File: src/rtl/lcdsw_pkg.sv
`default_nettype none
package lcdsw_pkg;

	localparam int ADDRESS_BITS_DEF = 6;
	localparam int QUEUE_DEPTH_DEF  = 2;

	localparam int START_ADDRESS_W = 6;
	localparam int BYTE_W          = 8;
	localparam int CMD_HDR_W       = 4;
	localparam int DATA_HDR_W      = 3;

	localparam logic [7:0] CMD_HEADER  = 8'h80;
	localparam logic [7:0] DATA_HEADER = 8'ha0;

	typedef enum logic {
		OP_COMMAND = 1'b0,
		OP_DATA    = 1'b1
	} op_t;

	typedef struct packed {
		logic starts;
		logic ends;
	} frame_flags_t;

endpackage
`default_nettype wire

File: src/rtl/lcdsw_front.sv
`default_nettype none
module lcdsw_front #(
	parameter int ADDRESS_BITS = lcdsw_pkg::ADDRESS_BITS_DEF,
	parameter int FRAME_W      = lcdsw_pkg::DATA_HDR_W + ADDRESS_BITS + lcdsw_pkg::BYTE_W,
	parameter int LEN_W        = $clog2(FRAME_W + 1)
) (
	input  wire logic                                   clk,
	input  wire logic                                   arst_n,
	input  wire logic                                   accept,
	input  wire logic                                   operation,
	input  wire logic [lcdsw_pkg::BYTE_W-1:0]           command_code,
	input  wire logic [lcdsw_pkg::START_ADDRESS_W-1:0]  start_address,
	input  wire logic [lcdsw_pkg::BYTE_W-1:0]           data_byte,
	input  wire logic                                   last_in_burst,
	output logic      [FRAME_W-1:0]                     frame_word,
	output logic      [LEN_W-1:0]                       frame_len,
	output lcdsw_pkg::frame_flags_t                     frame_flags
);

	localparam int CMD_LEN = lcdsw_pkg::CMD_HDR_W + lcdsw_pkg::BYTE_W;

	logic                    burst_open_q;
	logic [ADDRESS_BITS-1:0] addr_w;
	logic [FRAME_W-1:0]      cmd_word;
	logic [FRAME_W-1:0]      open_word;
	logic [FRAME_W-1:0]      data_word;

	// high address bits beyond the input field go out as zero
	assign addr_w    = ADDRESS_BITS'(start_address);
	assign cmd_word  = FRAME_W'({lcdsw_pkg::CMD_HEADER[7:4], command_code}) << (FRAME_W - CMD_LEN);
	assign open_word = {lcdsw_pkg::DATA_HEADER[7:5], addr_w, data_byte};
	assign data_word = FRAME_W'(data_byte) << (FRAME_W - lcdsw_pkg::BYTE_W);

	always_comb begin
		if (operation == lcdsw_pkg::OP_COMMAND) begin
			frame_word         = cmd_word;
			frame_len          = LEN_W'(CMD_LEN);
			frame_flags.starts = 1'b1;
			frame_flags.ends   = 1'b1;
		end else if (!burst_open_q) begin
			frame_word         = open_word;
			frame_len          = LEN_W'(FRAME_W);
			frame_flags.starts = 1'b1;
			frame_flags.ends   = last_in_burst;
		end else begin
			frame_word         = data_word;
			frame_len          = LEN_W'(lcdsw_pkg::BYTE_W);
			frame_flags.starts = 1'b0;
			frame_flags.ends   = last_in_burst;
		end
	end

	always_ff @(posedge clk or negedge arst_n) begin
		if (!arst_n) begin
			burst_open_q <= 1'b0;
		end else if (accept) begin
			burst_open_q <= (operation == lcdsw_pkg::OP_DATA) && !last_in_burst;
		end
	end

endmodule
`default_nettype wire

File: src/rtl/lcdsw_fifo.sv
`default_nettype none
module lcdsw_fifo #(
	parameter int WIDTH = 8,
	parameter int DEPTH = lcdsw_pkg::QUEUE_DEPTH_DEF
) (
	input  wire logic             clk,
	input  wire logic             arst_n,
	input  wire logic             wr_en,
	input  wire logic [WIDTH-1:0] wr_data,
	input  wire logic             rd_en,
	output logic      [WIDTH-1:0] rd_data,
	output logic                  full,
	output logic                  empty
);

	localparam int PTR_W = $clog2(DEPTH);
	localparam int CNT_W = $clog2(DEPTH + 1);

	logic [WIDTH-1:0] mem_q [DEPTH];
	logic [PTR_W-1:0] wr_ptr_q;
	logic [PTR_W-1:0] rd_ptr_q;
	logic [CNT_W-1:0] count_q;
	logic             do_wr;
	logic             do_rd;

	assign full    = count_q == CNT_W'(DEPTH);
	assign empty   = count_q == '0;
	assign do_wr   = wr_en && !full;
	assign do_rd   = rd_en && !empty;
	assign rd_data = mem_q[rd_ptr_q];

	always_ff @(posedge clk) begin
		if (do_wr) begin
			mem_q[wr_ptr_q] <= wr_data;
		end
	end

	always_ff @(posedge clk or negedge arst_n) begin
		if (!arst_n) begin
			wr_ptr_q <= '0;
			rd_ptr_q <= '0;
			count_q  <= '0;
		end else begin
			if (do_wr) begin
				wr_ptr_q <= (wr_ptr_q == PTR_W'(DEPTH - 1)) ? '0 : wr_ptr_q + 1'b1;
			end
			if (do_rd) begin
				rd_ptr_q <= (rd_ptr_q == PTR_W'(DEPTH - 1)) ? '0 : rd_ptr_q + 1'b1;
			end
			if (do_wr && !do_rd) begin
				count_q <= count_q + 1'b1;
			end else if (do_rd && !do_wr) begin
				count_q <= count_q - 1'b1;
			end
		end
	end

endmodule
`default_nettype wire

File: src/rtl/lcdsw_back.sv
`default_nettype none
module lcdsw_back #(
	parameter int FRAME_W = 17,
	parameter int LEN_W   = $clog2(FRAME_W + 1)
) (
	input  wire logic                    clk,
	input  wire logic                    arst_n,
	input  wire logic                    q_empty,
	input  wire logic [FRAME_W-1:0]      q_word,
	input  wire logic [LEN_W-1:0]        q_len,
	input  wire lcdsw_pkg::frame_flags_t q_flags,
	output logic                         q_pop,
	input  wire logic                    pop,
	output logic                         empty,
	output logic                         serial_bit,
	output logic                         frame_start,
	output logic                         frame_end,
	output logic                         last
);

	logic [FRAME_W-1:0]      word_q;
	logic [LEN_W-1:0]        cnt_q;
	lcdsw_pkg::frame_flags_t flags_q;
	logic                    first_q;
	logic                    take;

	assign empty       = cnt_q == '0;
	assign take        = !empty && pop;
	assign last        = cnt_q == LEN_W'(1);
	assign serial_bit  = word_q[FRAME_W-1];
	assign frame_start = flags_q.starts && first_q;
	assign frame_end   = flags_q.ends && last;
	// refill in the same cycle the last bit leaves, so bits run back to back
	assign q_pop       = !q_empty && (empty || (take && last));

	always_ff @(posedge clk) begin
		if (q_pop) begin
			word_q  <= q_word;
			flags_q <= q_flags;
		end else if (take) begin
			word_q <= word_q << 1;
		end
	end

	always_ff @(posedge clk or negedge arst_n) begin
		if (!arst_n) begin
			cnt_q   <= '0;
			first_q <= 1'b0;
		end else if (q_pop) begin
			cnt_q   <= q_len;
			first_q <= 1'b1;
		end else if (take) begin
			cnt_q   <= cnt_q - 1'b1;
			first_q <= 1'b0;
		end
	end

endmodule
`default_nettype wire

File: src/rtl/lcd_controller_serial_writer_unit.sv
`default_nettype none
// serial writer for a three-wire segment lcd controller: each accepted transaction
// becomes a run of result transactions, one per serial bit, msb first. a command
// gives 12 bits, a data byte that opens a burst gives 11 + ADDRESS_BITS bits and
// a data byte inside a burst gives 8. the back end's shift register delivers one
// bit per cycle while pop is held, with no gap between items when a frame waits
// in the queue; the front end classifies items against the open-burst flag, a queue
// parks up to QUEUE_DEPTH frames ahead of the back end, and full rises once that
// queue is filled. no clearing pass is needed after reset.
module lcd_controller_serial_writer_unit #(
	parameter int ADDRESS_BITS = lcdsw_pkg::ADDRESS_BITS_DEF,
	parameter int QUEUE_DEPTH  = lcdsw_pkg::QUEUE_DEPTH_DEF
) (
	input  wire logic                                  clk,
	input  wire logic                                  arst_n,
	input  wire logic                                  push,
	output logic                                       full,
	input  wire logic                                  operation,
	input  wire logic [lcdsw_pkg::BYTE_W-1:0]          command_code,
	input  wire logic [lcdsw_pkg::START_ADDRESS_W-1:0] start_address,
	input  wire logic [lcdsw_pkg::BYTE_W-1:0]          data_byte,
	input  wire logic                                  last_in_burst,
	output logic                                       empty,
	input  wire logic                                  pop,
	output logic                                       serial_bit,
	output logic                                       frame_start,
	output logic                                       frame_end,
	output logic                                       last
);

	localparam int FRAME_W = lcdsw_pkg::DATA_HDR_W + ADDRESS_BITS + lcdsw_pkg::BYTE_W;
	localparam int LEN_W   = $clog2(FRAME_W + 1);
	localparam int FLG_W   = $bits(lcdsw_pkg::frame_flags_t);
	localparam int DESC_W  = FLG_W + LEN_W + FRAME_W;

	logic                    accept;
	logic [FRAME_W-1:0]      f_word;
	logic [LEN_W-1:0]        f_len;
	lcdsw_pkg::frame_flags_t f_flags;
	logic [DESC_W-1:0]       q_rd;
	logic                    q_empty;
	logic                    q_pop;
	lcdsw_pkg::frame_flags_t q_flags;

	assign accept  = push && !full;
	assign q_flags = q_rd[DESC_W-1 -: FLG_W];

	lcdsw_front #(
		.ADDRESS_BITS (ADDRESS_BITS),
		.FRAME_W      (FRAME_W),
		.LEN_W        (LEN_W)
	) u_front (
		.clk           (clk),
		.arst_n        (arst_n),
		.accept        (accept),
		.operation     (operation),
		.command_code  (command_code),
		.start_address (start_address),
		.data_byte     (data_byte),
		.last_in_burst (last_in_burst),
		.frame_word    (f_word),
		.frame_len     (f_len),
		.frame_flags   (f_flags)
	);

	lcdsw_fifo #(
		.WIDTH (DESC_W),
		.DEPTH (QUEUE_DEPTH)
	) u_queue (
		.clk     (clk),
		.arst_n  (arst_n),
		.wr_en   (accept),
		.wr_data ({f_flags, f_len, f_word}),
		.rd_en   (q_pop),
		.rd_data (q_rd),
		.full    (full),
		.empty   (q_empty)
	);

	lcdsw_back #(
		.FRAME_W (FRAME_W),
		.LEN_W   (LEN_W)
	) u_back (
		.clk         (clk),
		.arst_n      (arst_n),
		.q_empty     (q_empty),
		.q_word      (q_rd[FRAME_W-1:0]),
		.q_len       (q_rd[FRAME_W +: LEN_W]),
		.q_flags     (q_flags),
		.q_pop       (q_pop),
		.pop         (pop),
		.empty       (empty),
		.serial_bit  (serial_bit),
		.frame_start (frame_start),
		.frame_end   (frame_end),
		.last        (last)
	);

endmodule
`default_nettype wire

File: config.mk
export PLATFORM = sky130hd
export DESIGN_NAME = lcd_controller_serial_writer_unit
export DESIGN_NICKNAME = d
export VERILOG_FILES = /design/src/rtl/lcdsw_pkg.sv /design/src/rtl/lcdsw_front.sv /design/src/rtl/lcdsw_fifo.sv /design/src/rtl/lcdsw_back.sv /design/src/rtl/lcd_controller_serial_writer_unit.sv
export SDC_FILE = /design/constraint.sdc
export NUM_CORES = 1
export LEC_CHECK = 0
export BUFFER_PORTS_ARGS = -buffer_cell sky130_fd_sc_hd__buf_2
export CORE_UTILIZATION = 30
export CTS_BUF_LIST = sky130_fd_sc_hd__clkbuf_4
export DETAILED_ROUTE_END_ITERATION = 12
export SKIP_CTS_REPAIR_TIMING = 1
export SYNTH_ARGS = -nofsm -noshare
export SYNTH_HDL_FRONTEND = slang
export SYNTH_SLANG_ARGS = --single-unit
File: constraint.sdc
create_clock -name clk -period 3.6 [get_ports clk]
set_input_delay 0.36 -clock clk [delete_from_list [all_inputs] [get_ports clk]]
set_output_delay 0.36 -clock clk [all_outputs]
set_load 0.1 [all_outputs]
# Word-level counts from Yosys, hierarchy flattened
# Memory sizes are Yosys's and may differ from the RTL's.
# Cells that the tools add are included.
op_classes:
  addsub: 5
  mul: 0
  div: 0
  n_lt_le_gt_ge: 0
  n_eq_ne: 2
  shift: 0
  muxes: 18
  n_bitwise: 0
  reduce_logical: 22
op_table:
  columns: ["operator", "n"]
  rows:
  - ["$mux 17", 4]
  - ["$mux 5", 4]
  - ["$logic_and 1x1->1", 11]
  - ["$mux 2", 4]
  - ["$logic_not 1->1", 6]
  - ["$mux 1", 6]
  - ["$eq 5x1->1 const B", 1]
  - ["$logic_not 5->1", 1]
  - ["$sub 5x1->5 const B", 1]
  - ["$reduce_bool 2->1", 2]
  - ["$add 1x1->1 const B", 2]
  - ["$add 2x1->2 const B", 1]
  - ["$eq 2x2->1 const B", 1]
  - ["$logic_not 2->1", 1]
  - ["$sub 2x1->2 const B", 1]
  - ["$logic_or 1x1->1", 1]
word_totals:
  reg_bits: 30
  latch_bits: 0
  ram_bits: 48
  romBits: 0
  inputBits: 28
  word_cells: 57
  memories: 1
memory_table:
  columns: ["name", "words", "width", "read_ports", "rd_clocked_by_memory_dff", "wr", "line_no", "text"]
  rows:
  - ["u_queue.mem_q", 2, 24, 1, 0, 1, "lcdsw_fifo.sv:19", "logic [WIDTH-1:0] mem_q [DEPTH];"]

# Logic depth before layout (Yosys ltp)
# Gate-level depths: netlist (run 1).
logic_depth:
  depth_word: 10
  depth_mapped: 10
  depth_no_buf: 8

# By module
# A second synthesis (run 1) with hierarchy kept.
unflattened:
  hier_cells: 223
  area_unflattened_um2: 3621.0
modules_own_cells:
  columns: ["module", "instances", "cells_per_inst", "area_per_inst_um2", "seq_area_each_um2"]
  rows:
  - ["lcdsw_fifo", 1, 94, 2030.7, 1541.5]
  - ["lcdsw_back", 1, 88, 1293.7, 720.7]
  - ["lcdsw_front", 1, 40, 282.8, 25.0]
  - ["lcd_controller_serial_writer_unit", 1, 1, 13.8, 0.0]

# Least setup slack after synthesis (run 1)
# Ideal clock, no wire load.
synth_path:
  kind: "flip-flop to flip-flop"
  start: "register u_back.cnt_q[0]"
  end: "register u_back.cnt_q[2]"
  setup_time_ns: 0.080
  arrival_ns: 3.507
  required_ns: 3.520
  path_slack_ns: 0.013
  stages_incl_launch_ff: 7
  period_less_slack_ns: 3.587
  cell_sequence: "dfrtp_1 > inv_1 > ha_1 > nor4b_4 > mux2i_1 > o21ai_0 > a21oi_1"
synth_via:
  elab_chain_cells: 7
  elab_cells_between_ends: 11
  classes_between: "add/sub: 1; eq/ne: 1; mux: 2; reduce/logical: 7"
synth_lines:
  columns: ["element", "line_no", "text"]
  rows:
  - ["start: declaration", "lcdsw_back.sv:22", "logic [LEN_W-1:0] cnt_q;"]
  - ["start signal: assignment", "lcdsw_back.sv:50", "cnt_q <= q_len;"]
  - ["start signal: assignment", "lcdsw_back.sv:53", "cnt_q <= cnt_q - 1'b1;"]
  - ["$logic_not 5->1 *", "lcdsw_back.sv:27", "assign empty = cnt_q == '0;"]
  - ["net empty", "lcd_controller_serial_writer_unit.sv:23", "output logic empty,"]
  - ["$logic_not 1->1", "lcdsw_back.sv:28", "assign take = !empty && pop;"]
  - ["$logic_and 1x1->1", "lcdsw_back.sv:28", null]
  - ["$logic_and 1x1->1", "lcdsw_back.sv:34", "assign q_pop = !q_empty && (empty || (take && last));"]
  - ["$logic_or 1x1->1", "lcdsw_back.sv:34", null]
  - ["$logic_and 1x1->1", "lcdsw_back.sv:34", null]
  - ["$mux 5 / $reduce_bool 2->1 (equally long branches)", null, null]
# The timed path passes the listed nets; every way through them passes the cells marked *. The select of a mux whose other input is x is not followed.
# A chain may end at the register's enable or synchronous reset.

# Final worst setup path (run 1)
layout_path:
  start: "register u_back.cnt_q[0]"
  end: "output empty"
layout_via:
  elab_chain_cells: 1
layout_lines:
  columns: ["element", "line_no"]
  rows:
  - ["$logic_not 5->1", "lcdsw_back.sv:27"]
  - ["end: declaration", "lcd_controller_serial_writer_unit.sv:23"]
# Every way passes these cells.

==> summary.txt, run 1 <==
Worst setup path
  • Critical path capture point type: output port
  • CP Cell Sequence: inv_1 -> ha_1 -> nor4b_4 -> buf_2
  • CP Max Fanout: 4
  • WP buf/inv: 2
  • Family with the most delay on the worst path: buffers and inverters
  • CP max stage delay: around 0.5 ns
  • Kind of critical path: flip-flop to output port
  • CP max-delay cell: buf_2
  • Crit start category: flip-flop
  • Required @ worst endpoint: between 3 and 4 ns
  • Worst EP arrival: 1.92 ns

Cells and area
  • Layout Nets: about 300
  • Area of the multi-input gates: between 800 and 900 sq um
  • Fill cells: ~940
  • Layout Cells excl Fill: 402
  • Sequential Area: about 2200 sq um
  • Commonest non-fill, non-tap cell in the layout: edfxtp_1
  • P&R area growth vs syn: 13.57%
  • Antenna diodes: 0
  • Most frequent cells in the layout: 63 x edfxtp_1, 33 x buf_2, 25 x mux2i_1
  • Ratio of cells with drive above 1 in the final layout: 0.2193

Pwr
  • Leakage: roughly 1.4 nW
  • Peak VDD IR: 0.1827 mV
  • Power Dens Cells: 736.6 nW/um^2

Synth
  • Asr flop ratio synth: 0.1486
  • Synth Area in Compound Gates: 0.07245
  • Simple-gate area share of the yosys netlist: 0.08718
  • Register area share after synthesis: 0.6895
  • Area share of fa/ha/maj cells after synthesis: 0.01592
  • Post-synth EDFFs: 63
  • Synthesized flop and latch total: 74
  • Synth unique cells: 34
  • Syn_nets: roughly 260
  • Mux cell area share after synthesis: 0.08997
  • Gate Count Post-Synth: about 230
  • Xor/xnor share of the synthesized area: 0.01393
  • Yosys warning count: 0
  • Dominant synthesized flop cell: edfxtp_1
  • Mapped Area: between 3000 and 4000 sq um
  • Largest family of logic cells by synthesized area: multiplexers
  • Average size of a mapped cell: between 10 and 15 sq um

Clock tree
  • Worst-Skew Late Latency: 0.40 ns
  • CTS tree: yes
  • Root Buffer Master: clkbuf_4
  • # clock sinks: 74
  • Clock Path Buffers: 2
  • H-tree level count: 3
  • Clock-pin slew on the worst setup and hold paths: ~0.11 ns
  • Num CTS Buffers: 9

Place
  • Final GP Congestion: between 0.6 and 0.7
  • Cells after DPL: between 300 and 400
  • Setup WS pre-CTS: 1.446 ns
  • DP HPWL: between 3 and 4 mm
  • PortBufs: 33

GRT
  • Met2 Use GR: 0.1651
  • Grt peak-use layer: met2
  • Vias in the first global route: 1700
  • Largest net degree at the start of global routing: 41
  • Met1 Track Usage GR: 0.1296
  • Met3 usage: 0.02444
  • GRT Overall Usage: 0.1030
  • Initial antenna violation count: 0
  • Gr ovfl total: 0
  • First-pass GRT wire length: between 8 and 9 mm

Routing
  • Routed wire length: about 5.6 mm
  • Vias per Instance: roughly 4.5
  • Routed via count: 1791
  • DR WL/cell: about 14 um
  • Antenna viol nets, final: 0
  • Number of remaining DRC errors: 0
  • Drt first-iter violations: between 100 and 150
  • 1st-pass router iterations: 4

Die
  • Core area: 9955 sq um
  • Die height: about 100 um
  • Ports: 34
  • Rows: 36
  • Die width: roughly 100 um
  • Initial Util: 0.3157
  • Die footprint: 10890 sq um

Timing
  • Final worst path period share: 0.6324
  • Worst Skew: approximately 0.012 ns
  • Slew Viols, Final: 0
  • Final WS setup: approximately 1.3 ns
  • Final Hold Vio Count: 0
  • Final setup fails: 0
  • Worst-margin pin slew: about 1.1 ns
  • Achievable clock frequency: ~440 MHz
  • Rel. slew slack: 0.2870
  • Unrepaired setup endpoints after global routing: false
  • Minimum clock period: about 2.3 ns
  • Post-route setup TNS: 0 ns

Min path
  • Min-delay worst type: input port to flip-flop

Outcome
  • Status: finished clean

Job
  • Max cap viols: 0
-- where the power goes --
part / switching [mW] / internal (mW)
sequential: 0.117 / 1.25
clock: 0.268 / 0.161
combinational: 0.547 / 0.292
total: 0.932 / 1.70
-- synth_stat cells (all sizes together), types with 3 or more instances --
library cell	count	share of area
and3	3	0.0060
ha	4	0.016
a22o	3	0.0084
and2	7	0.014
buf	4	0.010
dfrtp	11	0.088
o21ai	21	0.033
mux2i	26	0.083
edfxtp	63	0.60
inv	11	0.013
xnor2	3	0.0084
nand2	23	0.027
nor2	11	0.013
a21oi	9	0.014
clkbuf	5	0.0064
-- through the flow --
stage / power (mW) / cell area, sq um / util / hold WS [ns]
finish: 2.629 / 3570 / 0.3586 / 0.2560
global route: 2.775 / 3570 / 0.3586 / 0.2381
CTS: 2.656 / 3560 / 0.3576 / -0.2068
detailed placement: 2.231 / 3451 / 0.3467 / 0.2531
global placement: 2.213 / 3451 / 0.3467 / 0.2466
floorplan: 2.025 / 3143 / - / 0.06441
-- path summary, 6_finish.rpt --
path	start	end	slack [ns]	depth (start not counted)
min in group asynchronous	arst_n	u_back.cnt_q[3]	0.34	2
worst max register to register	u_back.cnt_q[4]	u_queue.count_q[1]	1.43	6
max in group asynchronous	arst_n	u_front.burst_open_q	3.04	2
worst min-delay path	data_byte[7]	u_queue.mem_q[1][16]	0.26	2
worst max-delay path	u_back.cnt_q[0]	empty	1.32	4
worst min register to register	u_queue.count_q[1]	u_queue.count_q[1]	0.50	1
-- per-layer routing --
metal | up-vias | wire (um)
met1 | 843 | 2593
li1 | 902 | -
met2 | 43 | 2747
met5 | - | 0
met3 | 3 | 232
met4 | 0 | 14
-- registers in the layout, indices dropped and copies added, names as in the netlist --
name and cells:
u_back.cnt_q 5, u_back.first_q 1, u_back.flags_q 2, u_back.word_q 17, u_front.burst_open_q 1, u_queue.count_q 2, u_queue.mem_q 44, u_queue.rd_ptr_q 1
u_queue.wr_ptr_q 1
-- layout make-up --
cell class | count | share of cell area
timing repair buffer | 37 | 0.05538
multi-input combinational | 130 | 0.2478
clock buffer | 12 | 0.02524
tap | 133 | 0.04662
sequential | 74 | 0.6071
clock inverter | 4 | 0.005258
inverter | 12 | 0.01262
-- logic make-up (layout without fill, tap and decap cells) --
| group | after synthesis | count (layout) |
|---|---|---|
| flip-flops | 74 | 74 |
| AND/OR/NAND/NOR | 54 | 54 |
| XOR/XNOR | 5 | 5 |
| adder cells (fa/ha/maj) | 4 | 4 |
| AO/OA/AOI/OAI | 39 | 39 |
| buffers and inverters | 21 | 65 |
| multiplexers | 28 | 28 |
No activity file was read; power rests on OpenSTA's default activity.
==> run 2, diff against run 1 <==
- clock period: 3.6 -> 2.1 ns (I/O delays scaled with it)
==> run 2 against run 1 <==
Net effect: hold slack worse by 0.15 ns; sequential share of layout area down 2.4 points; cell area up 4.1%; first-iteration DRC count down 5.7%; die area unchanged; clock power up 110%; cell count up 2.0%; critical path depth unchanged; non-clock buffer count up 8; power up 83%; critical path type unchanged; critical endpoint is now last; largest cell class unchanged; highest routed layer unchanged.
==> summary.txt, run 2 (synthesis results as in run 1) <==
Die
  • Initial Util: 0.3157 (unchanged)
  • Ports: 34 (unchanged)
  • Die height: 104.4 um (unchanged)
  • Die width: 104.4 um (unchanged)
  • Rows: 36 (unchanged)
  • Die footprint: 10890 sq um (unchanged)
  • Core area: 9955 sq um (unchanged)

Timing
  • Post-route setup TNS: 0 ns (unchanged)
  • Final Hold Vio Count: 0 (unchanged)
  • Final worst path period share: 0.9443
  • Unrepaired setup endpoints after global routing: false (unchanged)
  • Slew Viols, Final: 0 (unchanged)
  • Worst-margin pin slew: 0.4923 ns (was 1.069 ns)
  • Rel. slew slack: 0.6740 (was 0.2870)
  • Achievable clock frequency: 504.3 MHz
  • Worst hold slack: 0.1023 ns (was 0.2560 ns)
  • Final setup fails: 0 (unchanged)
  • Worst Skew: 0.01603 ns (was 0.01246 ns)
  • Final WS setup: 0.1170 ns (was 1.323 ns)
  • Minimum clock period: 1.983 ns

Clock tree
  • Worst-Skew Late Latency: 0.42 ns (was 0.40 ns)
  • CTS tree: yes (unchanged)
  • # clock sinks: 74 (unchanged)
  • Clock-pin slew on the worst setup and hold paths: 0.12 ns (was 0.11 ns)
  • Root Buffer Master: clkbuf_4 (unchanged)
  • Clock Path Buffers: 2 (unchanged)
  • Num CTS Buffers: 9 (unchanged)
  • H-tree level count: 3 (unchanged)

Routing
  • Number of remaining DRC errors: 0 (unchanged)
  • Vias per Instance: 4.563 (was 4.455)
  • DR WL/cell: 13.70 um (was 13.90 um)
  • Routed via count: 1871 (was 1791)
  • Antenna viol nets, final: 0 (unchanged)
  • Drt first-iter violations: 115 (was 122)
  • Routed wire length: 5.619 mm (was 5.588 mm)
  • 1st-pass router iterations: 4 (unchanged)

Worst setup path
  • Critical path capture point type: output port (unchanged)
  • CP Max Fanout: 5 (was 4)
  • Worst EP arrival: 1.77 ns (was 1.92 ns)
  • Kind of critical path: flip-flop to output port (unchanged)
  • Required @ worst endpoint: 1.89 ns (was 3.24 ns)
  • Crit start category: flip-flop (unchanged)

Place
  • Setup WS pre-CTS: 0.1917 ns (was 1.446 ns)
  • Area after DPL: 3557 sq um (was 3451 sq um)
  • Final GP Congestion: 0.7010 (was 0.6905)
  • PortBufs: 33 (unchanged)
  • Cells after DPL: 393 (was 385)
  • DP HPWL: 3.845 mm (was 3.649 mm)

GRT
  • First-pass GRT wire length: 9.252 mm (was 8.480 mm)
  • GRT Overall Usage: 0.1134 (was 0.1030)
  • Largest net degree at the start of global routing: 35 (was 41)
  • Initial antenna violation count: 0 (unchanged)
  • Vias in the first global route: 1844 (was 1700)
  • Gr ovfl total: 0 (unchanged)

Cells and area
  • P&R area growth vs syn: 18.23% (was 13.57%)
  • Most flop-heavy register: u_queue.mem_q (unchanged)
  • Max FFs per register: 44 (unchanged)
  • Antenna diodes: 0 (unchanged)
  • Commonest non-fill, non-tap cell in the layout: edfxtp_1 (unchanged)
  • Layout Nets: 304 (was 296)
  • Layout Cells excl Fill: 410 (was 402)
  • Ratio of cells with drive above 1 in the final layout: 0.2563 (was 0.2193)
  • Largest regs: u_queue.mem_q x44, u_back.word_q x17, u_back.cnt_q x5 (unchanged)
  • Most frequent cells in the layout: 63 x edfxtp_1, 31 x buf_2, 25 x mux2i_1 (was 63 x edfxtp_1, 33 x buf_2, 25 x mux2i_1)
  • Fill cells: 956 (was 944)
  • Design area: 3716 sq um (was 3570 sq um)

Min path
  • Min-delay worst type: input port to flip-flop (unchanged)

Job
  • Max cap viols: 0 (unchanged)

Outcome
  • Status: finished clean (unchanged)

Pwr
  • Power Dens Cells: 1295 nW/um^2 (was 736.6 nW/um^2)
  • Peak VDD IR: 0.3561 mV (was 0.1827 mV)
  • Leakage: 1.472 nW (was 1.420 nW)
run 2: cell types whose count changed in the layout (fill, tap and decap cells not counted), sizes merged:
cell,change
clkinv,-3
clkinvlp,+2
buf,+7
clkbuf,-2
bufinv,+1
inv,+3
run 2: report_power, final:
group / internal, mW / leakage [nW] / switching, mW / total (mW)
Clock: 0.372 / 0.0733 / 0.520 / 0.893
Sequential: 2.13 / 0.725 / 0.153 / 2.28
Combinational: 0.597 / 0.674 / 1.04 / 1.63
run 2: critical path, cell delays in order (launching register included):
cell	delay, ns
dfrtp_1	0.39
buf_4	0.16
nor3_1	0.23
and2_1	0.16
buf_2	0.42
run 2: path summary, 6_finish.rpt:
path | slack (ns) | startpoint | depth (start not counted) | to
worst max-delay path | 0.12 | u_back.cnt_q[4] | 4 | last
worst min-delay path | 0.10 | data_byte[7] | 2 | u_queue.mem_q[1][16]
worst max register to register | 0.17 | u_back.cnt_q[0] | 5 | u_back.word_q[7]
worst min register to register | 0.52 | u_queue.wr_ptr_q | 1 | u_queue.wr_ptr_q
max in group asynchronous | 1.70 | arst_n | 2 | u_queue.rd_ptr_q
min in group asynchronous | 0.18 | arst_n | 2 | u_queue.count_q[1]
run 2: cell type report:
| class | instances | area (sq um) | area share |
|---|---|---|---|
| Timing Repair Buffer | 45 | 287.8 | 0.07744 |
| Sequential cell | 74 | 2167 | 0.5832 |
| Inverter | 12 | 45.04 | 0.01212 |
| Tap cell | 133 | 166.4 | 0.04478 |
| Clock buffer | 9 | 67.56 | 0.01818 |
| Multi-Input combinational cell | 130 | 905.9 | 0.2438 |
| Clock inverter | 7 | 76.32 | 0.02054 |
run 2: layer usage:
| layer | GRT usage | wire [um] | up-vias |
|---|---|---|---|
| li1 | - | - | 918 |
| met1 | 0.1402 | 2612 | 904 |
| met2 | 0.1807 | 2684 | 37 |
| met3 | 0.02005 | 165 | 12 |
| met4 | 0.07653 | 157 | 0 |
| met5 | 0 | 0 | - |
run 2: per-stage QoR:
stage / util / total power [mW]
5_1_grt: 0.3733 / 5.104
3_3_place_gp: 0.3573 / 3.928
3_5_place_dp: 0.3573 / 3.958
4_1_cts: 0.3718 / 4.857
2_1_floorplan: - / 3.506
6_report: 0.3733 / 4.810
